==> src/hdl/whmx_pkg.sv <==
// Shared constants, types and helpers for the word multiply xorshift hash unit.
package whmx_pkg;

   localparam int LENGTH_BITS = 32;

   localparam logic [31:0] LEN_MASK = (LENGTH_BITS >= 32) ? 32'hFFFF_FFFF :
                                      32'((64'd1 << LENGTH_BITS) - 64'd1);

   localparam logic [63:0] K_INIT  = 64'h9E37_79B9_7F4A_7C15;
   localparam logic [63:0] K_WORD  = 64'hBF58_476D_1CE4_E5B9;
   localparam logic [63:0] K_ROUND = 64'h94D0_49BB_1331_11EB;
   localparam logic [63:0] K_FINAL = 64'hD6E8_FEB8_6659_FD93;

   localparam int MUL_STEPS = 3;

   typedef enum logic [1:0] {
      SEL_INIT,
      SEL_WORD,
      SEL_ROUND,
      SEL_FINAL
   } const_sel_type;

   typedef struct packed {
      logic          start;
      logic [63:0]   operand;
      const_sel_type sel;
   } mul_req_type;

   typedef struct packed {
      logic        done;
      logic [63:0] product;
   } mul_rsp_type;

   function automatic logic [63:0] hash_const(const_sel_type sel);
      logic [63:0] k;
      unique case (sel)
         SEL_INIT:  k = K_INIT;
         SEL_WORD:  k = K_WORD;
         SEL_ROUND: k = K_ROUND;
         SEL_FINAL: k = K_FINAL;
         default:   k = K_INIT;
      endcase
      return k;
   endfunction

endpackage

==> src/hdl/word_multiply_xorshift_hash_unit.sv <==
// Word multiply xorshift hash unit: sequencer, hash datapath and result register.
// Each word is taken while the unit is idle; then it stalls its input while the shared
// multiplier works; each 64-bit constant multiply is three 32x32 partial products. A
// middle word does a word then a round multiply, a first word adds a seed and length
// mix first, a tail word does a word then a final multiply, and a full last word does
// word, round and final. The final hash also waits for the result register to be free.
// A word with no message open and without first_word is dropped with no result.
module word_multiply_xorshift_hash_unit (
   input  logic        clock,
   input  logic        reset,
   input  logic        req_valid,
   output logic        req_stall,
   input  logic [63:0] req_data_word,
   input  logic [3:0]  req_valid_bytes,
   input  logic        req_first_word,
   input  logic        req_last_word,
   input  logic [31:0] req_message_length,
   input  logic [63:0] req_seed_value,
   output logic        rsp_valid,
   input  logic        rsp_stall,
   output logic [63:0] rsp_hash_value
);
   import whmx_pkg::*;

   typedef enum logic [2:0] {
      ST_IDLE,
      ST_INIT,
      ST_WORD,
      ST_ROUND,
      ST_FIN,
      ST_EMIT
   } state_type;

   state_type   state_ff, state_in;
   logic [63:0] hash_ff, hash_in;
   logic        in_msg_ff, in_msg_in;
   logic [63:0] word_ff, word_in;
   logic [3:0]  count_ff, count_in;
   logic        tail_ff, tail_in;
   logic        last_ff, last_in;
   logic [63:0] seed_ff, seed_in;
   logic        rsp_valid_ff, rsp_valid_in;
   logic [63:0] rsp_hash_ff, rsp_hash_in;

   mul_req_type mul_req;
   mul_rsp_type mul_rsp;

   logic        accept;
   logic [63:0] byte_mask;
   logic [63:0] mixed;
   logic [63:0] rotated;
   logic [63:0] fin_pre;

   whmx_mul u_mul (
      .clock   (clock),
      .reset   (reset),
      .mul_req (mul_req),
      .mul_rsp (mul_rsp)
   );

   assign req_stall = (state_ff != ST_IDLE);
   assign accept    = req_valid && !req_stall;

   always_comb begin
      for (int i = 0; i < 8; i++) begin
         byte_mask[8*i +: 8] = {8{req_valid_bytes[3] || (3'(i) < req_valid_bytes[2:0])}};
      end
   end

   always_comb begin
      if (tail_ff) begin
         mixed = hash_ff ^ (mul_rsp.product + {60'b0, count_ff});
      end else begin
         mixed = hash_ff ^ mul_rsp.product;
      end
      rotated = {mixed[36:0], mixed[63:37]};
      if (state_ff == ST_ROUND) begin
         fin_pre = mul_rsp.product ^ (mul_rsp.product >> 31);
      end else begin
         fin_pre = mixed ^ (mixed >> 31);
      end
   end

   always_comb begin
      state_in     = state_ff;
      hash_in      = hash_ff;
      in_msg_in    = in_msg_ff;
      word_in      = word_ff;
      count_in     = count_ff;
      tail_in      = tail_ff;
      last_in      = last_ff;
      seed_in      = seed_ff;
      rsp_valid_in = rsp_valid_ff;
      rsp_hash_in  = rsp_hash_ff;
      mul_req      = '{start: 1'b0, operand: 64'd0, sel: SEL_WORD};

      if (rsp_valid_ff && !rsp_stall) begin
         rsp_valid_in = 1'b0;
      end

      unique case (state_ff)
         ST_IDLE: begin
            if (accept) begin
               word_in  = req_data_word & byte_mask;
               count_in = req_valid_bytes[3] ? 4'd8 : req_valid_bytes;
               tail_in  = !req_valid_bytes[3];
               last_in  = req_last_word;
               seed_in  = req_seed_value;
               if (req_first_word) begin
                  in_msg_in = 1'b1;
                  mul_req   = '{start: 1'b1,
                                operand: {32'b0, req_message_length & LEN_MASK} + 64'd1,
                                sel: SEL_INIT};
                  state_in  = ST_INIT;
               end else if (in_msg_ff) begin
                  mul_req  = '{start: 1'b1, operand: req_data_word & byte_mask,
                               sel: SEL_WORD};
                  state_in = ST_WORD;
               end
            end
         end
         ST_INIT: begin
            if (mul_rsp.done) begin
               hash_in  = seed_ff ^ mul_rsp.product;
               mul_req  = '{start: 1'b1, operand: word_ff, sel: SEL_WORD};
               state_in = ST_WORD;
            end
         end
         ST_WORD: begin
            if (mul_rsp.done) begin
               if (tail_ff) begin
                  mul_req  = '{start: 1'b1, operand: fin_pre, sel: SEL_FINAL};
                  state_in = ST_FIN;
               end else begin
                  mul_req  = '{start: 1'b1, operand: rotated, sel: SEL_ROUND};
                  state_in = ST_ROUND;
               end
            end
         end
         ST_ROUND: begin
            if (mul_rsp.done) begin
               hash_in = mul_rsp.product;
               if (last_ff) begin
                  mul_req  = '{start: 1'b1, operand: fin_pre, sel: SEL_FINAL};
                  state_in = ST_FIN;
               end else begin
                  state_in = ST_IDLE;
               end
            end
         end
         ST_FIN: begin
            if (mul_rsp.done) begin
               hash_in   = mul_rsp.product ^ (mul_rsp.product >> 32);
               in_msg_in = 1'b0;
               state_in  = ST_EMIT;
            end
         end
         ST_EMIT: begin
            if (!rsp_valid_ff || !rsp_stall) begin
               rsp_valid_in = 1'b1;
               rsp_hash_in  = hash_ff;
               state_in     = ST_IDLE;
            end
         end
         default: begin
            state_in = ST_IDLE;
         end
      endcase
   end

   always_ff @(posedge clock) begin
      word_ff     <= word_in;
      count_ff    <= count_in;
      tail_ff     <= tail_in;
      last_ff     <= last_in;
      seed_ff     <= seed_in;
      rsp_hash_ff <= rsp_hash_in;
      if (reset) begin
         state_ff     <= ST_IDLE;
         hash_ff      <= 64'd0;
         in_msg_ff    <= 1'b0;
         rsp_valid_ff <= 1'b0;
      end else begin
         state_ff     <= state_in;
         hash_ff      <= hash_in;
         in_msg_ff    <= in_msg_in;
         rsp_valid_ff <= rsp_valid_in;
      end
   end

   assign rsp_valid      = rsp_valid_ff;
   assign rsp_hash_value = rsp_hash_ff;

   a_done_while_waiting: assert property (@(posedge clock) disable iff (reset)
      mul_rsp.done |-> (state_ff != ST_IDLE && state_ff != ST_EMIT))
      else $error("multiplier finished with no operation waiting");

   a_rsp_from_emit: assert property (@(posedge clock) disable iff (reset)
      $rose(rsp_valid_ff) |-> $past(state_ff == ST_EMIT))
      else $error("result raised outside emit");

   a_orphan_dropped: assert property (@(posedge clock) disable iff (reset)
      (accept && !req_first_word && !in_msg_ff) |=> (state_ff == ST_IDLE))
      else $error("word with no open message was not dropped");

   a_emit_closes: assert property (@(posedge clock) disable iff (reset)
      (state_ff == ST_EMIT) |-> !in_msg_ff)
      else $error("message still open at emit");

endmodule

==> src/hdl/whmx_mul.sv <==
// Iterative 64 by 64 bit multiplier, low half only, built on one 32 by 32 bit multiplier.
module whmx_mul (
   input  logic                  clock,
   input  logic                  reset,
   input  whmx_pkg::mul_req_type mul_req,
   output whmx_pkg::mul_rsp_type mul_rsp
);
   import whmx_pkg::*;

   logic [63:0] a_ff, a_in;
   logic [63:0] b_ff, b_in;
   logic [63:0] acc_ff, acc_in;
   logic [1:0]  cnt_ff, cnt_in;
   logic        busy_ff, busy_in;
   logic        done_ff, done_in;
   logic [31:0] a_part;
   logic [31:0] b_part;
   logic [63:0] partial;

   always_comb begin
      unique case (cnt_ff)
         2'd0: begin
            a_part = a_ff[31:0];
            b_part = b_ff[31:0];
         end
         2'd1: begin
            a_part = a_ff[31:0];
            b_part = b_ff[63:32];
         end
         default: begin
            a_part = a_ff[63:32];
            b_part = b_ff[31:0];
         end
      endcase
   end

   assign partial = {32'b0, a_part} * {32'b0, b_part};

   always_comb begin
      a_in    = a_ff;
      b_in    = b_ff;
      acc_in  = acc_ff;
      cnt_in  = cnt_ff;
      busy_in = busy_ff;
      done_in = 1'b0;
      if (mul_req.start) begin
         a_in    = mul_req.operand;
         b_in    = hash_const(mul_req.sel);
         acc_in  = 64'd0;
         cnt_in  = 2'd0;
         busy_in = 1'b1;
      end else if (busy_ff) begin
         if (cnt_ff == 2'd0) begin
            acc_in = partial;
         end else begin
            acc_in = acc_ff + {partial[31:0], 32'b0};
         end
         if (cnt_ff == 2'(MUL_STEPS - 1)) begin
            busy_in = 1'b0;
            done_in = 1'b1;
         end else begin
            cnt_in = cnt_ff + 2'd1;
         end
      end
   end

   always_ff @(posedge clock) begin
      a_ff   <= a_in;
      b_ff   <= b_in;
      acc_ff <= acc_in;
      if (reset) begin
         cnt_ff  <= 2'd0;
         busy_ff <= 1'b0;
         done_ff <= 1'b0;
      end else begin
         cnt_ff  <= cnt_in;
         busy_ff <= busy_in;
         done_ff <= done_in;
      end
   end

   assign mul_rsp.done    = done_ff;
   assign mul_rsp.product = acc_ff;

endmodule
==> config.mk <==
export PLATFORM = sky130hd
export DESIGN_NAME = word_multiply_xorshift_hash_unit
export DESIGN_NICKNAME = d
export VERILOG_FILES = /design/src/hdl/whmx_pkg.sv /design/src/hdl/word_multiply_xorshift_hash_unit.sv /design/src/hdl/whmx_mul.sv
export SDC_FILE = /design/constraint.sdc
export NUM_CORES = 2
export LEC_CHECK = 0
export ABC_AREA = 0
export CORE_AREA = 2 2 309 372
export CTS_CLUSTER_SIZE = 40
export DETAILED_ROUTE_END_ITERATION = 8
export DIE_AREA = 0 0 311 374
export DONT_BUFFER_PORTS = 1
export PLACE_DENSITY = 0.68
export SLEW_MARGIN = 20
export SYNTH_ARGS = -nofsm -noshare
export SYNTH_HDL_FRONTEND = slang
export SYNTH_HIERARCHICAL = 1
export SYNTH_SLANG_ARGS = --single-unit
==> constraint.sdc <==
create_clock -name clock -period 17 [get_ports clock]
set_input_delay 0.85 -clock clock [delete_from_list [all_inputs] [get_ports clock]]
set_output_delay 0.85 -clock clock [all_outputs]
set_load 0.05 [all_outputs]
Word-level counts from Yosys, hierarchy flattened
Cells that the tools add are included.

Logic and storage cells: 129. Register bits after elaboration: 463. Input port bits: 170. Output and inout port bits: 66.

Multiplexer cells: 42. Add/sub/neg operators: 4. Eq/ne operators: 18. $mul: 1. Bitwise logic cells: 9. Order comparisons: 8. Reductions and logical operators: 30.

Operator list (number): 2-to-1 mux 67 bit (7); 2-to-1 mux 64 bit (6); one-hot mux 67 bit (4 select lines) (1); one-hot mux 64 bit (4 select lines) (1); one-hot mux 64 bit (3 select lines) (1); bitwise XOR 64 bit (3); bitwise XOR 64 x 33 -> 64 bit (2); 2-to-1 mux 66 bit (1); adder 64 x 4 -> 64 bit (1); adder 64 bit (1); AND 64 bit (1); multiplier 32 x 32 -> 64 bit (1); 2-to-1 mux 32 bit (2); bitwise XOR 64 x 32 -> 64 bit (1); adder 32 x 1 -> 33 bit, second input constant (1); 2-to-1 mux 3 bit (10); one-hot mux 3 bit (6 select lines) (1); less-than comparator 3 bit, first input constant (4); 2-to-1 mux 1 bit (10); logical OR 1 bit (9); inequality test 2 x 1 -> 1 bit, second input constant (4); AND reduction 4 bit (2); AND reduction 7 bit (1); equality test 2 bit, second input constant (3); other kinds (21) (38).

Logic depth before layout (Yosys ltp)
Depth after elaboration: 10. Gate-level depth with buffers: 39. Gate-level depth less buffers: 37.

Cells and area by module
Netlist, hierarchy kept.

By module, submodules not included: whmx_mul (cells an instance 4418, sequential area each 3703.6 sq um, area an instance 39485.4 sq um, times used 1); word_multiply_xorshift_hash_unit (cells an instance 1720, sequential area each 7327.0 sq um, area an instance 16368.2 sq um, times used 1).

Worst setup path before layout
Ideal clock, no wire load.

Kind: register to register. Start point: register state_ff[2]. End point: register u_mul.acc_ff[58]. Cell stages (with the launch flop): 10. Period minus slack after synthesis: 10138 ps. Arrival: 10023 ps. Path slack: 6862 ps. Buffers on the path: 3. Library setup time: 115 ps. Required time: 16885 ps. Path through: dfxtp_1 -> clkbuf_1 -> or3_1 -> nor2_1 -> o21a_1 -> or3_1 -> clkbuf_1 -> clkbuf_1 -> a21oi_1 -> o21a_1.

RTL lines: from (decl) (line word_multiply_xorshift_hash_unit.sv:34) `state_type state_ff, state_in;`; from (signal assigned) (line word_multiply_xorshift_hash_unit.sv:184) `state_ff <= state_in;`; to (signal assigned) (line whmx_mul.sv:70) `acc_ff <= acc_in;`; to (decl) (line whmx_mul.sv:12) `logic [63:0] acc_ff, acc_in;`.

Final worst setup path
Start point: register u_mul.cnt_ff[0]. End point: register u_mul.acc_ff[63].

Cells in the longest elaborated chain, start to end: 6. Elaborated cells on any way between the ends: 8. Those cells by class: 1 x add/sub; 1 x mul; 1 x eq/ne; 3 x mux; 2 x reduce/logical.

Ends and longest elaborated chain: from (decl) (line whmx_mul.sv:13) `logic [1:0] cnt_ff, cnt_in;`; from (signal assigned) (line whmx_mul.sv:76) `cnt_ff <= cnt_in;`; equality test 2 x 1 -> 1 bit or zero test 2 bit (tied branches) (line whmx_mul.sv:21, whmx_mul.sv:53); OR reduction 2 bit (no source line); 2-to-1 mux 32 bit (line whmx_mul.sv:21) `unique case (cnt_ff)`; multiplier 32 x 32 -> 64 bit (line whmx_mul.sv:37) `assign partial = {32'b0, a_part} * {32'b0, b_part};`; adder 64 bit (line whmx_mul.sv:56) `acc_in = acc_ff + {partial[31:0], 32'b0};`; 2-to-1 mux 64 bit (*) (line whmx_mul.sv:53) `if (cnt_ff == 2'd0) begin`.

Every way passes the cells marked *; elsewhere a longest branch is shown, timed or not. A chain may end at the register's enable or synchronous reset.

==> flow_summary.ini <==
[run_status]
status = completed

[cts]
ctsRootBufferMaster = clkbuf_16
cts_num_sinks = 413
cts_buffer_depth = 3
cts_max_level = 2
cts_buffers = 37
holdBufCountCts = 0
clkSlewWorstSetupHoldPaths_ps = 70
cts_setup_buffers = 0
cts_tree = done
clkLatencyLatePin_ps = 570
cts_resized = 0

[setup_path]
crit_path_end_kind = flop
worst_ep_arrival_time_ps = 11360
cp_slowest_cell = mux2i_1
cp_max_fo = 38
cp-start-kind = flop
crit_top_cell = fa_1
path_class = reg -> reg
slowest_delay_ps = 750
required_ps = 17440

[min_path]
hold_path_class = in -> reg

[timing]
finalHoldViolations = 0
holdWs_ps = 376.6
setup_violations = 0
skew_ps = 22.80
max_freq_mhz = 91.53
drv_slew = 0
slew_headroom = 0.09933
final.min_clock_period_ps = 10920
rsz0062_at_grt = false
fin_tns_setup_ps = 0
fin_crit_sh = 0.6426
worstMarginPinSlew_ps = 1351

[floorplanning]
start_util = 0.4965
dieWidth_um = 311
fp.dieArea_um2 = 116300
io_pins = 236
coreArea_um2 = 112500
die_h_um = 374
rows = 135

[routing]
vias = 46280
via_per_inst = 6.174
ant_nets = 0
avgRoutedWirePerCell_um = 30.48
drc = 0
drtIter0Drc = 5361
drt-pass1-iter-count = 7
drt-total-wl_mm = 228.4

[synth]
syn_area_um2 = 55850
yosysSeqAreaShare = 0.1975
synthArstFlopShare = 0
yosys.cell_types.count = 89
synth_cells = 6138
syn_area_per_cell_um2 = 9.100
synth_edf_count = 276
synth_seq_cells = 413
yosys_warnings = 6
synth_ff_type = edfxtp_1
synth_nets = 7518

[global_routing]
grt_pass1_vias = 47700
grt_max_degree = 97
grt_overflow = 0
grt_pass1_wl_mm = 330.3
antenna_found_initial = 11
grtUsageTotal = 0.3946

[cells_and_area]
n_fill_cell = 10360
final_nets = 7337
layout_common_cells = inv_1 (951), nand2_1 (949), fa_1 (898)
syn_to_final_growth_pct = 5.229
layout-drive-gt1-share = 0.04864
final_common_cell = inv_1

[placed_design]
io_buffers = 0
dp_hpwl_mm = 182.3
gp_routability_congestion = 1.058

[run]
cap_violations = 0
per-stage QoR:
step	util	instances	instance area, um^2	setup WS (ps)
6_report	0.5225	7495	58770	6075
5_1_grt	0.5224	7494	58770	5731
4_1_cts	0.5217	7486	58690	6306
3_5_place_dp	0.5111	7421	57490	6361
3_3_place_gp	0.5109	7419	57470	6529
2_1_floorplan	-	6138	55850	6862
Yosys cell counts, drive strengths merged, types with 8 or more instances:
master / n / area, um^2
inv: 951 / 3570
nand2: 951 / 3570
fa: 898 / 17980
nor2: 551 / 2068
ha: 312 / 3904
clkbuf: 291 / 1099
edfxtp: 276 / 8288
a21oi: 230 / 1155
xnor2: 214 / 1874
o21ai: 166 / 842.1
xor2: 139 / 1217
dfxtp: 137 / 2743
and2: 99 / 619.3
a211oi: 89 / 668.1
nand3: 67 / 340.3
nand4: 62 / 394.1
nor3: 61 / 315.3
buf: 53 / 239.0
mux2i: 53 / 530.5
a21o: 42 / 315.3
and3: 39 / 244.0
a222oi: 36 / 360.4
mux2: 35 / 394.1
o211ai: 34 / 260.3
nor2b: 33 / 206.5
nor4: 25 / 168.9
o21a: 21 / 157.7
a31oi: 18 / 127.6
or3: 18 / 112.6
and4: 17 / 148.9
o221ai: 17 / 148.9
a22oi: 16 / 120.1
o31ai: 16 / 133.9
o21bai: 15 / 116.4
a221oi: 14 / 122.6
nand2b: 12 / 75.07
or4: 11 / 90.08
a2111oi: 10 / 120.1
a21boi: 10 / 75.07
or2: 9 / 56.30
a211o: 8 / 70.07
sequential cells by signal, summed over array words and instances (netlist names):
signal and count:
in_msg_ff 1, u_mul/done_ff 1, u_mul/cnt_ff 2, tail_ff 1, last_ff 1, count_ff 4, u_mul/a_ff 64, seed_ff 64
rsp_valid 1, word_ff 64, u_mul/acc_ff 64, state_ff 3, u_mul/b_ff 14, hash_ff 64, u_mul/busy_ff 1, rsp_hash_value 64
cell type report:
class / instances / area [um^2] / area share
repair buffers: 124 / 923.4 / 0.01571
multi-input cells: 4427 / 40140 / 0.6830
clock inverters: 17 / 222.7 / 0.003789
clock buffers: 48 / 977.2 / 0.01663
diodes: 5 / 12.51 / 0.0002129
inverters: 954 / 3581 / 0.06093
well taps: 1507 / 1886 / 0.03208
flip-flops and latches: 413 / 11030 / 0.1877
metal layers:
| metal | routed length, um | global-route usage | vias up |
|---|---|---|---|
| li1 | - | - | 19280 |
| met1 | 75690 | 0.4441 | 22910 |
| met2 | 105800 | 0.6419 | 3132 |
| met3 | 21590 | 0.07932 | 945 |
| met4 | 25310 | 0.3412 | 10 |
| met5 | 59 | 0 | - |
worst paths after layout:
path | startpoint | endpoint | slack (ps) | depth (start not counted)
worst max-delay path | u_mul/cnt_ff[0]$_SDFFE_PP0P_ | u_mul/acc_ff[63]$_SDFFE_PP0P_ | 6080 | 34
worst min-delay path | reset | hash_ff[6]$_SDFFE_PP0P_ | 380 | 1
worst max register to register | u_mul/cnt_ff[0]$_SDFFE_PP0P_ | u_mul/acc_ff[63]$_SDFFE_PP0P_ | 6080 | 34
worst min register to register | hash_ff[6]$_SDFFE_PP0P_ | rsp_hash_value[6]$_DFFE_PP_ | 490 | 0
cells by family (layout without fill, tap and decap cells):
family                     Yosys count  in the layout  synth area share
muxes                               88             88           0.01655
adders and majority gates         1210           1210            0.3918
and+or+nand+nor                   1971           1971            0.1528
DFF                                413            413            0.1975
other                                0              5                 0
xor gates and xnor gates           361            361           0.05860
AOI/OAI and AO/OA                  797            797           0.09471
buffers and inverters             1298           1143           0.08806
critical path: cells and delay by family (launching register included):
family / cells / cell delay [ps]
AOI/OAI and AO/OA: 7 / 1530
xor gates and xnor gates: 2 / 360
adders and majority gates: 11 / 5060
buffers and inverters: 7 / 1390
DFF: 1 / 410
muxes: 1 / 750
and+or+nand+nor: 6 / 1290
Power is not shown: default switching activity piles up to over one toggle a cycle in this logic, so the estimate is an artifact.
